$ cat src/sv/spc_pkg.sv
// Shared types and constants for the scanline pixel composer.
package spc_pkg;

    typedef enum logic [1:0] {
        MODE_MAP    = 2'd0,
        MODE_TILE   = 2'd1,
        MODE_SPRITE = 2'd2,
        MODE_RENDER = 2'd3
    } mode_t;

    typedef enum logic [2:0] {
        REG_LCDC  = 3'd0,
        REG_SCX   = 3'd1,
        REG_SCY   = 3'd2,
        REG_BGP   = 3'd3,
        REG_OBP0  = 3'd4,
        REG_OBP1  = 3'd5
    } reg_index_t;

    typedef enum logic [2:0] {
        ST_IDLE,
        ST_BG_MAP,
        ST_BG_PIX,
        ST_BG_DONE,
        ST_SPR_READ,
        ST_SPR_PIX,
        ST_SPR_APPLY,
        ST_OUT
    } state_t;

    localparam int MAP_DEPTH      = 2048;
    localparam int MAP_ROW_TILES  = 32;
    localparam int MAP_BANK_BASE  = 1024;
    localparam int TILE_SET_LOW   = 256;

    typedef struct packed {
        logic [7:0] y;
        logic [7:0] x;
        logic [8:0] tile;
        logic [4:0] flags;
    } sprite_t;

    function automatic logic [1:0] pal_lookup(input logic [7:0] pal, input logic [1:0] color);
        logic [1:0] r;
        begin
            case (color)
                2'd0:    r = pal[1:0];
                2'd1:    r = pal[3:2];
                2'd2:    r = pal[5:4];
                default: r = pal[7:6];
            endcase
            return r;
        end
    endfunction

endpackage

$ cat src/sv/spc_sprite_table.sv
// Sprite attribute table with per-slot valid bits, one registered read port.
module spc_sprite_table #(
    parameter int SPRITE_COUNT = 40,
    parameter int SW = (SPRITE_COUNT > 1) ? $clog2(SPRITE_COUNT) : 1
) (
    input  logic              clk,
    input  logic              rst_n,
    input  logic              wr_en,
    input  logic [SW-1:0]     wr_slot,
    input  spc_pkg::sprite_t  wr_data,
    input  logic [SW-1:0]     rd_slot,
    output spc_pkg::sprite_t  rd_data
);
    spc_pkg::sprite_t mem [SPRITE_COUNT];
    logic [SPRITE_COUNT-1:0] valid_reg;
    logic                    rd_valid_reg;
    spc_pkg::sprite_t        rd_mem_reg;

    always_ff @(posedge clk or negedge rst_n)
    begin
        if (!rst_n)
        begin
            valid_reg    <= '0;
            rd_valid_reg <= 1'b0;
        end
        else
        begin
            if (wr_en)
                valid_reg[wr_slot] <= 1'b1;
            rd_valid_reg <= valid_reg[rd_slot];
        end
    end

    always_ff @(posedge clk)
    begin
        if (wr_en)
            mem[wr_slot] <= wr_data;
        rd_mem_reg <= mem[rd_slot];
    end

    assign rd_data = rd_valid_reg ? rd_mem_reg : '0;
endmodule
$ cat config.mk
export PLATFORM = sky130hd
export DESIGN_NAME = spc_sprite_table
export DESIGN_NICKNAME = d
export VERILOG_FILES = /design/src/sv/spc_pkg.sv /design/src/sv/spc_sprite_table.sv
export SDC_FILE = /design/constraint.sdc
export NUM_CORES = 1
export LEC_CHECK = 0
export BUFFER_PORTS_ARGS = -buffer_cell sky130_fd_sc_hd__buf_2
export CAP_MARGIN = 20
export CORE_ASPECT_RATIO = 0.75
export CORE_MARGIN = 5
export CORE_UTILIZATION = 56
export DETAILED_ROUTE_END_ITERATION = 10
export GPL_ROUTABILITY_DRIVEN = 0
export PLACE_DENSITY = 0.69
export REMOVE_ABC_BUFFERS = 1
export SETUP_SLACK_MARGIN = 0.15
export SYNTH_ARGS = -nofsm -noshare
export SYNTH_HDL_FRONTEND = slang
export SYNTH_SLANG_ARGS = --single-unit
$ cat constraint.sdc
create_clock -name clk -period 3.6 [get_ports clk]
set_input_delay 0.72 -clock clk [delete_from_list [all_inputs] [get_ports clk]]
set_output_delay 0.72 -clock clk [all_outputs]
set_load 0.02 [all_outputs]
# Yosys cells after proc, flatten, opt, wreduce, memory -nomap -nowiden
# Memory sizes are Yosys's and may differ from the RTL's. A register that Yosys moved wholly into a read port is not among the register bits.
# Index checks and enable logic that the tools add are counted.
op_classes:
  magnitude_cmp: 3
  reduce_logical: 1
  n_mux: 7
  bitwise_logic: 1
ops:
  columns: ["op", "n"]
  rows:
  - ["OR 40 bit", 1]
  - ["two-way mux 30 bit", 1]
  - ["< comparator 6 x 7 -> 1 bit, second input constant", 2]
  - ["binary-select mux 1 bit (select 6 bit)", 1]
  - ["demux 1 bit (select 6 bit)", 1]
  - ["greater-or-equal comparator 6 x 1 -> 1 bit, second input constant", 1]
  - ["two-way mux 1 bit", 4]
  - ["logical AND 1 bit", 1]
totals:
  output_inout_bits: 30
  mem_bits_rw: 1200
  memories: 1
  reg_bits: 41
mem_list:
  columns: ["memory", "depth", "width", "rd", "rd_ports_with_merged_regs", "write_ports", "line", "text"]
  rows:
  - ["mem", 40, 30, 1, 1, 1, "spc_sprite_table.sv:14", "spc_pkg::sprite_t mem [SPRITE_COUNT];"]

# Logic depth before layout (Yosys ltp)
depth:
  word_depth: 5
  mapped_depth: 9
  mapped_depth_nobuf: 5

# Worst setup path before layout
# No wires, ideal clock.
synth_timing:
  path_kind: "input port to flip-flop"
  start: "input port wr_slot[5]"
  end: "memory mem[16][0] in the netlist's numbering, enable pin"
  arrival_time_ps: 3307
  setup_time_ps: 456
  path_buffers: 0
  slack_ps: -163
  path_stages: 3
  t_required_ps: 3144
  path_cell_list: "nor4bb_1 > nand2b_1 > nor3_1"
synth_rtl:
  columns: ["item", "line", "text"]
  rows:
  - ["start: declaration", "spc_sprite_table.sv:9", "input logic [SW-1:0] wr_slot,"]
  - ["end: declaration", "spc_sprite_table.sv:14", null]
# Straight into the memory's write port.

==> metrics.md <==
| Metric | Value |
|---|---|
| Clock slew at reported path FFs | `0.06 ns` |
| Largest register FFs | `approximately 1.2k` |
| Maximum operating frequency | `326 MHz` |
| Post-CTS Setup Bufs | `0` |
| Drt first pass iters | `5` |
| Syn Std Cell Area | `48600 um^2` |
| Lkg Pwr | `18.1 nW` |
| Root buffer cell | `clkbuf_16` |
| Syn_area_per_cell | `21.2 um^2` |
| Remaining antenna violation count | `0` |
| TritonCTS Sinks | `around 1.3k` |
| Slew of the pin with the lowest slew margin | `about 0.81 ns` |
| Worst Path Arrival | `2.35 ns` |
| Period utilization | `roughly 85%` |
| Top cells by area, synth | `edfxtp_1, mux4_2, mux2i_1` |
| CP Class | `register to output pin` |
| Top-Level Pins | `75` |
| Clk_skew | `approximately 0.024 ns` |
| Register-to-register setup slack | `~1.8 ns` |
| Seq/Total Area, Yosys | `slightly below 80%` |
| Hold Violations, Final | `0` |
| Post-Synth Adder-Cell Area | `0%` |
| Simple-gate share of the synthesized area | `2.86%` |
| Mux share of post-synthesis cell area | `between 15 and 20%` |
| Final WL | `108000 um` |
| Clock Latency Late Sink | `around 0.7 ns` |
| Wire length per cell | `29.1 um` |
| Period minus WS final | `3.07 ns` |
| Unrepaired setup endpoints after global routing | `false` |
| Top cells by count, synth | `edfxtp_1, mux4_2, mux2i_1` |
| Number of gates resized after cts | `0` |
| RR Startpoint | `valid_reg[1]` |
| Cts bufs inserted | `116` |
| HPWL after detailed placement | `around 63000 um` |
| Clock buffer depth | `3` |
| Initial antenna violation count | `6` |
| Post-DR vias/cell | `6.30` |
| Synth warn | `0` |
| Die Span X | `350 um` |
| Post-route DRC | `0` |
| Count leader, synth | `edfxtp_1` |
| Starting DRT DRC Count | `2381` |
| HP Class | `input port to asynchronous set/reset pin` |
| Pwr/cell area | `555 nW/um^2` |
| Max-slew violations | `0` |
| Area growth syn-to-layout | `13.4%` |
| Crit-path max FO | `16` |
| Main synth FF type | `edfxtp_1` |
| Crit. End Element | `output pin` |
| Reg-to-Reg End | `rd_valid_reg` |
| Vias in the first global route | `24.0k` |
| Asr flop ratio synth | `3.23%` |
| Die ar. | `approximately 93000 um^2` |
| First-pass GRT wire length | `~160000 um` |
| Htree depth | `3` |
| Largest family of logic cells by synthesized area | `multiplexers` |
| Dominant cell type by area after synthesis | `edfxtp_1` |
| Cell area after layout | `55100 um^2` |
| Share of cells above drive strength 1 | `29.2%` |
| R2r worst-path depth | `5` |
| Hold slack | `0.392 ns` |
| Req. time, crit path | `2.88 ns` |
| Starting Density | `56.5%` |
| Final Setup Violations | `0` |
| Largest net degree at the start of global routing | `52` |
| Vias | `23.4k` |
| Die Ht | `265 um` |
| Register bit total from synthesis | `approximately 1.3k` |
| Total global routing overflow | `0` |
| Core ar. | `86000 um^2` |
| Status | `complete, no violations` |
| CTS tree | `done` |
| Core Rows | `93` |
| DP Area | `51200 um^2` |
| Top-area cell type share of the netlist area | `74.1%` |
| Post-Syn Instances | `2296` |
| PortBufs | `74` |
| Max-Cap Viols | `0` |
| Nets | `2514` |
| EDFF count, synth | `1200` |
| Total GRT Usage | `23.5%` |
| Slew margin rel. | `45.9%` |
| Worst VDD drop | `0.454 mV` |
| Final Power | `30.6 mW` |
| Fraction of the mapped netlist area in compound gates | `2.31%` |
| Distinct cells, synth | `36` |
| XOR/XNOR share of the synthesized area | `0%` |
| Type of origin of the critical path | `register` |
-- power breakdown --
part,total (mW),switching (mW),internal [mW]
logic,1.62,0.960,0.662
clock network,12.5,5.26,7.23
registers,16.5,0.107,16.4
-- critical path: stages (launching register included) --
cell,delay [ns]
dfrtp_1,0.81
buf_4,0.34
and2_1,0.29
buf_2,0.22
-- how the worst max path moves through the flow --
| stage | start | to | slack, ns | cells after the start |
|---|---|---|---|---|
| 3_5_place_dp | wr_en | mem[21][21] | 0.66 | 5 |
| 6_report | rd_valid_reg | rd_data[17] | 0.53 | 3 |
| 5_1_grt | rd_valid_reg | rd_data[17] | 0.42 | 3 |
| 2_1_floorplan | wr_slot[5] | mem[16][0] | -0.16 | 3 |
| 4_1_cts | rd_valid_reg | rd_data[17] | 0.51 | 3 |
| 3_3_place_gp | wr_en | mem[18][10] | 0.71 | 5 |
-- timing repair --
| action | CTS | global route |
|---|---|---|
| endpoints found under the hold margin | 0 | 4 |
| endpoints found under the setup margin | 0 | 0 |
| hold buffers | 0 | 1 |
-- stage by stage --
| stage | cells | setup WS, ns | TNS (ns) | util, % |
|---|---|---|---|---|
| global placement | 3489 | 0.707 | 0 | 59.5 |
| floorplan | 2172 | -0.163 | -9.96 | - |
| finish | 3711 | 0.531 | 0 | 64.1 |
| CTS | 3707 | 0.513 | 0 | 64.0 |
| detailed placement | 3489 | 0.660 | 0 | 59.5 |
| global route | 3709 | 0.422 | 0 | 64.1 |
-- final cells by class --
class,count,area [um^2]
diodes,2,5.00
multi-input cells,900,10600
flip-flops and latches,1271,37700
clock inverters,58,603
inverters,1,3.75
well taps,1140,1430
repair buffers,179,1520
fillers,5635,30900
clock buffers,160,3320
-- kinds of logic (layout without fill, tap and decap cells) --
kind of cell	after synthesis	after routing
mux	459	459
flops	1271	1271
buf+inv	125	398
other cells	0	2
compound gates	158	158
simple gates	283	283
-- placed cells by master, fill, tap and decap left out, types with 3 or more instances in the layout --
master	n
mux4_2	246
clkinv_1	17
clkbuf_1	20
mux2i_1	155
buf_2	70
nor2b_1	9
a311oi_1	3
or2_2	40
dfrtp_1	41
inv_6	4
nor2_1	5
buf_4	79
clkinv_2	18
clkbuf_16	117
nand2b_1	3
nand2_1	76
a211oi_1	26
edfxtp_1	1200
nand3_1	67
dfxtp_1	30
clkinvlp_4	3
and2_1	32
nor2_4	38
bufinv_16	11
a22o_1	27
a22oi_1	40
mux2_2	58
a32oi_1	3
clkbuf_8	23
a21oi_1	27
o22ai_1	27
a31oi_1	3
buf_12	27
-- layer usage --
metal | vias to the layer above | global-route usage (%) | share of wire (%)
met3 | 139 | 4.90 | 8.2
met5 | - | 0 | 0.028
li1 | 9841 | - | -
met1 | 12400 | 35.6 | 43
met4 | 6 | 5.19 | 1.9
met2 | 973 | 36.3 | 47
(Power assumes the default switching activity.)
